### config.mk
export PLATFORM = sky130hd
export DESIGN_NAME = weighted_edit_similarity_core_flat
export DESIGN_NICKNAME = d
export VERILOG_FILES = /design/src/hdl/wes_pkg.sv /design/src/hdl/wes_pair_if.sv /design/src/hdl/wes_result_if.sv /design/src/hdl/weighted_edit_similarity_core.sv /design/src/flat_wrapper.sv
export SDC_FILE = /design/constraint.sdc
export NUM_CORES = 1
export LEC_CHECK = 0
export ABC_AREA = 1
export BUFFER_PORTS_ARGS = -buffer_cell sky130_fd_sc_hd__clkbuf_2
export CAP_MARGIN = 0
export CORE_MARGIN = 5
export CORE_UTILIZATION = 36
export DETAILED_ROUTE_END_ITERATION = 8
export PLACE_DENSITY = 0.59
export SLEW_MARGIN = 20
export SYNTH_ARGS = -nofsm -noshare
export SYNTH_HDL_FRONTEND = slang
export SYNTH_SLANG_ARGS = --single-unit
### constraint.sdc
create_clock -name clk -period 9.5 [get_ports clk]
set_input_delay 0.475 -clock clk [delete_from_list [all_inputs] [get_ports clk]]
set_output_delay 0.475 -clock clk [all_outputs]
set_load 0.005 [all_outputs]
### src/hdl/wes_pkg.sv
// Package: widths, weight register indexes, pair class function and reset weights.
package wes_pkg;

	localparam int CODE_BITS   = 16;
	localparam int SCORE_BITS  = 24;
	localparam int COUNT_BITS  = 16;
	localparam int WEIGHT_BITS = 8;
	localparam int NUM_WEIGHTS = 8;
	localparam int IDX_BITS    = $clog2(NUM_WEIGHTS);
	localparam int ADDR_BITS   = IDX_BITS + 2;
	localparam int DATA_BITS   = 32;

	typedef logic [IDX_BITS-1:0]           wclass_t;
	typedef logic signed [WEIGHT_BITS-1:0] weight_t;
	typedef logic [CODE_BITS-1:0]          code_t;
	typedef logic signed [SCORE_BITS-1:0]  score_t;
	typedef logic [COUNT_BITS-1:0]         count_t;

	// register indexes, also the class codes
	localparam wclass_t W_SAME       = 3'd0;
	localparam wclass_t W_BOTH_UNED  = 3'd1;
	localparam wclass_t W_ONE_MISS   = 3'd2;
	localparam wclass_t W_ONE_AMB    = 3'd3;
	localparam wclass_t W_DIFF       = 3'd4;
	localparam wclass_t W_UNED_VS_ED = 3'd5;
	localparam wclass_t W_BOTH_MISS  = 3'd6;
	localparam wclass_t W_BOTH_AMB   = 3'd7;

	localparam code_t CODE_UNEDITED  = CODE_BITS'(0);
	localparam code_t CODE_MISSING   = CODE_BITS'(1);
	localparam code_t CODE_AMBIGUOUS = CODE_BITS'(2);

	typedef struct packed {
		weight_t same_edit;
		weight_t both_unedited;
		weight_t one_missing;
		weight_t one_ambiguous;
		weight_t diff_edits;
		weight_t unedited_vs_edited;
		weight_t both_missing;
		weight_t both_ambiguous;
	} weights_t;

	localparam weights_t WEIGHTS_RESET = '{
		same_edit:          8'sd5,
		both_unedited:      8'sd1,
		one_missing:        8'sd0,
		one_ambiguous:      8'sd0,
		diff_edits:         -8'sd5,
		unedited_vs_edited: -8'sd2,
		both_missing:       8'sd0,
		both_ambiguous:     8'sd0
	};

	function automatic wclass_t pick_class(input code_t a, input code_t b);
		logic a0, b0, a1, b1, a2, b2;
		wclass_t c;
		a0 = (a == CODE_UNEDITED);
		b0 = (b == CODE_UNEDITED);
		a1 = (a == CODE_MISSING);
		b1 = (b == CODE_MISSING);
		a2 = (a == CODE_AMBIGUOUS);
		b2 = (b == CODE_AMBIGUOUS);
		if (a0 && b0)
			c = W_BOTH_UNED;
		else if ((a0 || b0) && !a1 && !b1 && !a2 && !b2)
			c = W_UNED_VS_ED;
		else if (a1 && b1)
			c = W_BOTH_MISS;
		else if (a1 || b1)
			c = W_ONE_MISS;
		else if (a2 && b2)
			c = W_BOTH_AMB;
		else if (a2 || b2)
			c = W_ONE_AMB;
		else if (a == b)
			c = W_SAME;
		else
			c = W_DIFF;
		return c;
	endfunction

	function automatic weight_t pick_weight(input weights_t w, input wclass_t c);
		weight_t r;
		case (c)
			W_SAME:       r = w.same_edit;
			W_BOTH_UNED:  r = w.both_unedited;
			W_ONE_MISS:   r = w.one_missing;
			W_ONE_AMB:    r = w.one_ambiguous;
			W_DIFF:       r = w.diff_edits;
			W_UNED_VS_ED: r = w.unedited_vs_edited;
			W_BOTH_MISS:  r = w.both_missing;
			W_BOTH_AMB:   r = w.both_ambiguous;
			default:      r = w.same_edit;
		endcase
		return r;
	endfunction

endpackage

### src/hdl/wes_pair_if.sv
// Interface: input channel carrying one pair of target codes per transaction.
interface wes_pair_if;
	logic                      valid;
	logic                      ready;
	logic [wes_pkg::CODE_BITS-1:0] code_a;
	logic [wes_pkg::CODE_BITS-1:0] code_b;
	logic                      last;

	modport source(output valid, code_a, code_b, last, input ready);
	modport sink(input valid, code_a, code_b, last, output ready);
endinterface

### src/hdl/wes_result_if.sv
// Interface: result channel carrying the score and pair count of one cell pair.
interface wes_result_if;
	logic                           valid;
	logic                           ready;
	logic signed [wes_pkg::SCORE_BITS-1:0] score;
	logic [wes_pkg::COUNT_BITS-1:0]        pair_count;

	modport source(output valid, score, pair_count, input ready);
	modport sink(input valid, score, pair_count, output ready);
endinterface

### src/hdl/weighted_edit_similarity_core.sv
// Weighted edit similarity core: classifies code pairs and accumulates weighted score.
// The pair carrying last is registered in stage 1, and its result is then registered in the result register.
// Throughput: one pair per cycle; stalls only when a finished result is still
// held in the output register and the next last pair reaches the adder stage.
// Reset (arst_n low): clears pipeline valids, score and count, loads default weights.
module weighted_edit_similarity_core (
	input  logic                           clk,
	input  logic                           arst_n,
	wes_pair_if.sink                       pair,
	wes_result_if.source                   result,
	input  logic                           psel,
	input  logic                           penable,
	input  logic                           pwrite,
	input  logic [wes_pkg::ADDR_BITS-1:0]  paddr,
	input  logic [wes_pkg::DATA_BITS-1:0]  pwdata,
	output logic [wes_pkg::DATA_BITS-1:0]  prdata,
	output logic                           pready
);
	import wes_pkg::*;

	weights_t weights_q;

	logic  valid_s1;
	code_t code_a_s1;
	code_t code_b_s1;
	logic  last_s1;

	score_t acc_score_q;
	count_t acc_count_q;

	logic   res_valid_q;
	score_t res_score_q;
	count_t res_count_q;

	logic                    advance;
	wclass_t                 cls;
	weight_t                 wsel;
	logic signed [SCORE_BITS:0] sum_w;
	score_t                  new_score;
	count_t                  new_count;
	wclass_t                 reg_idx;
	weight_t                 rd_weight;

	// config port
	assign pready  = 1'b1;
	assign reg_idx = paddr[ADDR_BITS-1:2];

	always_comb begin
		rd_weight = pick_weight(weights_q, reg_idx);
		prdata    = DATA_BITS'(signed'(rd_weight));
	end

	always_ff @(posedge clk or negedge arst_n) begin
		if (!arst_n) begin
			weights_q <= WEIGHTS_RESET;
		end else if (psel && penable && pwrite) begin
			case (reg_idx)
				W_SAME:       weights_q.same_edit          <= weight_t'(pwdata[WEIGHT_BITS-1:0]);
				W_BOTH_UNED:  weights_q.both_unedited      <= weight_t'(pwdata[WEIGHT_BITS-1:0]);
				W_ONE_MISS:   weights_q.one_missing        <= weight_t'(pwdata[WEIGHT_BITS-1:0]);
				W_ONE_AMB:    weights_q.one_ambiguous      <= weight_t'(pwdata[WEIGHT_BITS-1:0]);
				W_DIFF:       weights_q.diff_edits         <= weight_t'(pwdata[WEIGHT_BITS-1:0]);
				W_UNED_VS_ED: weights_q.unedited_vs_edited <= weight_t'(pwdata[WEIGHT_BITS-1:0]);
				W_BOTH_MISS:  weights_q.both_missing       <= weight_t'(pwdata[WEIGHT_BITS-1:0]);
				W_BOTH_AMB:   weights_q.both_ambiguous     <= weight_t'(pwdata[WEIGHT_BITS-1:0]);
				default:      weights_q <= weights_q;
			endcase
		end
	end

	// stage 1 moves on unless it holds a last pair and the result slot is taken
	assign advance    = valid_s1 && (!last_s1 || !res_valid_q || result.ready);
	assign pair.ready = !valid_s1 || advance;

	always_ff @(posedge clk or negedge arst_n) begin
		if (!arst_n) begin
			valid_s1 <= 1'b0;
		end else if (pair.ready) begin
			valid_s1 <= pair.valid;
		end
	end

	always_ff @(posedge clk) begin
		if (pair.valid && pair.ready) begin
			code_a_s1 <= pair.code_a;
			code_b_s1 <= pair.code_b;
			last_s1   <= pair.last;
		end
	end

	// classify, add, saturate
	always_comb begin
		cls   = pick_class(code_a_s1, code_b_s1);
		wsel  = pick_weight(weights_q, cls);
		sum_w = (SCORE_BITS+1)'(acc_score_q) + (SCORE_BITS+1)'(wsel);
		if (sum_w[SCORE_BITS] != sum_w[SCORE_BITS-1])
			new_score = sum_w[SCORE_BITS] ? {1'b1, {(SCORE_BITS-1){1'b0}}}
			                              : {1'b0, {(SCORE_BITS-1){1'b1}}};
		else
			new_score = sum_w[SCORE_BITS-1:0];
		new_count = (acc_count_q == '1) ? acc_count_q : acc_count_q + COUNT_BITS'(1);
	end

	always_ff @(posedge clk or negedge arst_n) begin
		if (!arst_n) begin
			acc_score_q <= '0;
			acc_count_q <= '0;
		end else if (advance) begin
			if (last_s1) begin
				acc_score_q <= '0;
				acc_count_q <= '0;
			end else begin
				acc_score_q <= new_score;
				acc_count_q <= new_count;
			end
		end
	end

	// result register
	always_ff @(posedge clk or negedge arst_n) begin
		if (!arst_n) begin
			res_valid_q <= 1'b0;
		end else if (advance && last_s1) begin
			res_valid_q <= 1'b1;
		end else if (result.ready) begin
			res_valid_q <= 1'b0;
		end
	end

	always_ff @(posedge clk) begin
		if (advance && last_s1) begin
			res_score_q <= new_score;
			res_count_q <= new_count;
		end
	end

	assign result.valid      = res_valid_q;
	assign result.score      = res_score_q;
	assign result.pair_count = res_count_q;

endmodule
### src/flat_wrapper.sv
// flat-port wrapper written by rule: the top's interface ports become plain ports
module weighted_edit_similarity_core_flat import wes_pkg::*;
  (clk, arst_n, psel, penable, pwrite, paddr, pwdata, prdata, pready, pair_valid, pair_code_a, pair_code_b, pair_last, pair_ready, result_valid, result_score, result_pair_count, result_ready);
  wes_pair_if pair_i ();
  wes_result_if result_i ();
  input  logic clk;
  input  logic arst_n;
  input  logic psel;
  input  logic penable;
  input  logic pwrite;
  input  logic [wes_pkg::ADDR_BITS-1:0] paddr;
  input  logic [wes_pkg::DATA_BITS-1:0] pwdata;
  output logic [wes_pkg::DATA_BITS-1:0] prdata;
  output logic pready;
  input wire logic [$bits(pair_i.valid)-1:0] pair_valid;
  input wire logic [$bits(pair_i.code_a)-1:0] pair_code_a;
  input wire logic [$bits(pair_i.code_b)-1:0] pair_code_b;
  input wire logic [$bits(pair_i.last)-1:0] pair_last;
  output wire logic [$bits(pair_i.ready)-1:0] pair_ready;
  output wire logic [$bits(result_i.valid)-1:0] result_valid;
  output wire logic [$bits(result_i.score)-1:0] result_score;
  output wire logic [$bits(result_i.pair_count)-1:0] result_pair_count;
  input wire logic [$bits(result_i.ready)-1:0] result_ready;
  assign pair_i.valid = pair_valid;
  assign pair_i.code_a = pair_code_a;
  assign pair_i.code_b = pair_code_b;
  assign pair_i.last = pair_last;
  assign pair_ready = pair_i.ready;
  assign result_valid = result_i.valid;
  assign result_score = result_i.score;
  assign result_pair_count = result_i.pair_count;
  assign result_i.ready = result_ready;
  weighted_edit_similarity_core u_core (.clk(clk), .arst_n(arst_n), .pair(pair_i), .result(result_i), .psel(psel), .penable(penable), .pwrite(pwrite), .paddr(paddr), .pwdata(pwdata), .prdata(prdata), .pready(pready));
endmodule
==> reports/results.tsv <==
metric	value	unit
outcome	complete, no violations	
die area	31700	µm²
Initial Utilization	0.365	
Max IR drop VDD	150	µV
CP cell instances	nor2_1 > nand2_1 > nor2_4 > nand3_2 > nor2_8 > nor2_4 > nand2_8 > inv_4 > o21ai_2 > nand3_2 > a21oi_2 > ha_1 > a21oi_1 > o21ai_1 > nand2_1 > nand2_1 > nand2_1 > nand3_1 > nand2_1 > nand2_4 > nand2_2 > o21ai_0	
setup TNS	0	ps
gr usage total	0.156	
Final Instance Area	11600	µm²
slowest CP cell	a21oi_2	
CP max FO	23	
Hold WS	216	ps
TritonRoute pass-1 iters	5	
HP Class	primary input to flip-flop	
synthesized instance count	1229	
Final period util	0.578	
number of nets in the layout	1436	
Die Span Y	178	µm
Worst Reg-to-Reg Cells	22	
Fill cells	2875	
Storage cell area	4870	µm²
post-cts repair resize count	0	
Via density	4.78	
clock tree from TritonCTS	yes	
CORE AREA	27900	µm²
clock tree buffer depth	2	
final hold violations	0	
Antenna Nets Post-Route	0	
CP required	9580	ps
Iter 0 DRT Violations	422	
total power	3.16	mW
Crit. End Element	flip-flop	
post-synthesis sequential area ratio	0.478	
Die Span X	178	µm
count of final setup violators	0	
Yosys cell types	52	
P per Cell Area	273	nW/µm²
Worst Setup Path Type	flip-flop to flip-flop	
synth-to-layout area growth	13.8	%
hold depth	1	
cts hold-fix bufs	1	
placed cells	1691	
remaining global-route overflow	0	
Post-Syn Nets	1332	
Clock Sinks	179	
RSZ-0062 raised after global routing	no	
area of the mapped netlist	10200	µm²
Setup crit start kind	flip-flop	
IO Pins	152	
CTS Buf Count	17	
final wirelength	24.3	mm
Root Driver	clkbuf_16	
average wire per standard cell	14.1	µm
R2R Setup Slk	4010	ps
Antenna Diode Count	0	
hold endpoint	u_core.code_a_s1[4]	
Worst slew margin	0.311	
Slew Limit Fails	0	
Port Buffers	124	
row count	61	
# DRC	0	
Hold Startpoint	pair_code_a[4]	
vias in the first global route	7993	
Post-Route Utilization	0.416	
Area after DPL	11000	µm²
area of the multi-input gates	4430	µm²
Clock transition at path regs	70	ps
RR Endpoint	u_core.result.score[4]	
routed via count	8240	
pin count of the biggest net entering global routing	75	
# H-tree levels	4	
DP HPWL	17.7	mm
maximum clock rate	182	MHz
Crit path arrival time	5570	ps
Worst Skew	15.3	ps
synth warn	0	
Avg Cell Area, Syn	8.28	µm²
#FFs+latches synth	179	
post-layout minimum cycle time	5490	ps
setup bufs post-CTS	0	
MaxCap Viol Count	0	
Leak	5.53	nW
layout cells sized above 1	0.199	
R2R Path Start	u_core.code_b_s1[13]	
slack of the critical path	4010	ps
Most Frequent Cell on Critical Path	nand2_1	
Placer Congestion	0.858	
pre-CTS setup slack	4030	ps
global-route wire length before repair	39.7	mm
Worst Max-Slew Pin Slew	1030	ps
final cell count without fillers	1724	
antenna violations before repair	0	
max incr delay on CP	880	ps
later-pin clock latency in the skew report	440	ps
[worst max-delay path by stage]
stage | start | endpoint | cells past startpoint
final | u_core.code_b_s1[13] | u_core.result.score[4] | 22
after global routing | u_core.code_b_s1[13] | u_core.result.score[4] | 22
after CTS | u_core.code_b_s1[13] | u_core.result.score[4] | 22
after detailed placement | u_core.code_b_s1[13] | u_core.result.score[4] | 22
after global placement | u_core.code_b_s1[13] | u_core.result.score[4] | 22
after floorplan | u_core.code_a_s1[15] | u_core.result.score[13] | 24
[worst max-delay path, delay by kind of cell (launching register included)]
family / cells / cell delay (ps)
AOI/OAI and AO/OA: 5 / 1690
adders and majority gates: 1 / 450
buffers and inverters: 1 / 50
and+or+nand+nor: 15 / 2480
DFF: 1 / 420
[logic make-up (layout without fill, tap and decap cells)]
kind of cell,Yosys count,count (layout),share of synthesized area
DFF,179,179,0.478
AOI/OAI and AO/OA,184,184,0.105
and+or+nand+nor,615,615,0.273
other,1,1,0.000369
xor gates and xnor gates,29,29,0.0250
adders and majority gates,26,26,0.0327
buffers and inverters,195,312,0.0864
[metal layers]
| metal | vias to the layer above | global-route usage | wire length [µm] | part of all wire |
|---|---|---|---|---|
| li1 | 4217 | - | - | - |
| met5 | - | 0 | 0 | 0 |
| met3 | 12 | 0.0276 | 1020 | 0.042 |
| met4 | 0 | 0.0329 | 189 | 0.0078 |
| met2 | 152 | 0.262 | 11700 | 0.48 |
| met1 | 3859 | 0.211 | 11400 | 0.47 |
[registers in the layout, indices dropped and copies added, names as in the netlist]
register / flops
u_core.acc_score_q: 24
u_core.last_s1: 1
u_core.weights_q: 64
u_core.code_a_s1: 16
u_core.acc_count_q: 16
u_core.result.valid: 1
u_core.result.pair_count: 16
u_core.result.score: 24
u_core.valid_s1: 1
u_core.code_b_s1: 16
[layout by cell type (no fill, tap or decap), drive strengths merged, types with 7 or more instances in the layout]
cell type / synthesis / final
inv: 147 / 152
a21oi: 38 / 38
xor2: 19 / 19
clkbuf: 14 / 143
nand3: 64 / 64
nand4: 29 / 29
o21ai: 99 / 99
dfrtp: 89 / 89
nor3: 15 / 15
dfstp: 17 / 17
ha: 25 / 25
xnor2: 10 / 10
nand2: 383 / 383
o21bai: 7 / 7
edfxtp: 73 / 73
nor2: 119 / 119
o22ai: 22 / 22
buf: 33 / 8
[power by group]
part	internal, mW	switching [mW]
combinational	0.478	0.868
sequential	1.05	0.0885
clock	0.362	0.317
[cell usage after synthesis (all sizes together)]
cell type	number	area (µm²)
nand2	383	1550
inv	147	559
nor2	119	562
o21ai	99	510
dfrtp	89	2230
edfxtp	73	2190
nand3	64	343
a21oi	38	228
buf	33	264
nand4	29	194
ha	25	313
o22ai	22	138
xor2	19	166
dfstp	17	447
nor3	15	95.1
clkbuf	14	52.6
xnor2	10	87.6
o21bai	7	52.6
a22oi	6	45.0
a31oi	4	25.0
a211oi	2	15.0
a31o	2	17.5
and2	2	12.5
a21boi	1	7.51
a22o	1	8.76
a41oi	1	8.76
clkinv	1	3.75
conb	1	3.75
fa	1	20.0
nand3b	1	7.51
nor3b	1	7.51
nor4	1	6.26
o31ai	1	7.51
[final cells by class]
type | instances | share of cell area
Timing Repair Buffer | 132 | 0.0592
Sequential cell | 179 | 0.420
Multi-Input combinational cell | 855 | 0.383
Clock inverter | 12 | 0.00810
Inverter | 148 | 0.0486
Clock buffer | 20 | 0.0404
Tap cell | 378 | 0.0408
Note: power is estimated with default switching activity, not from simulation.
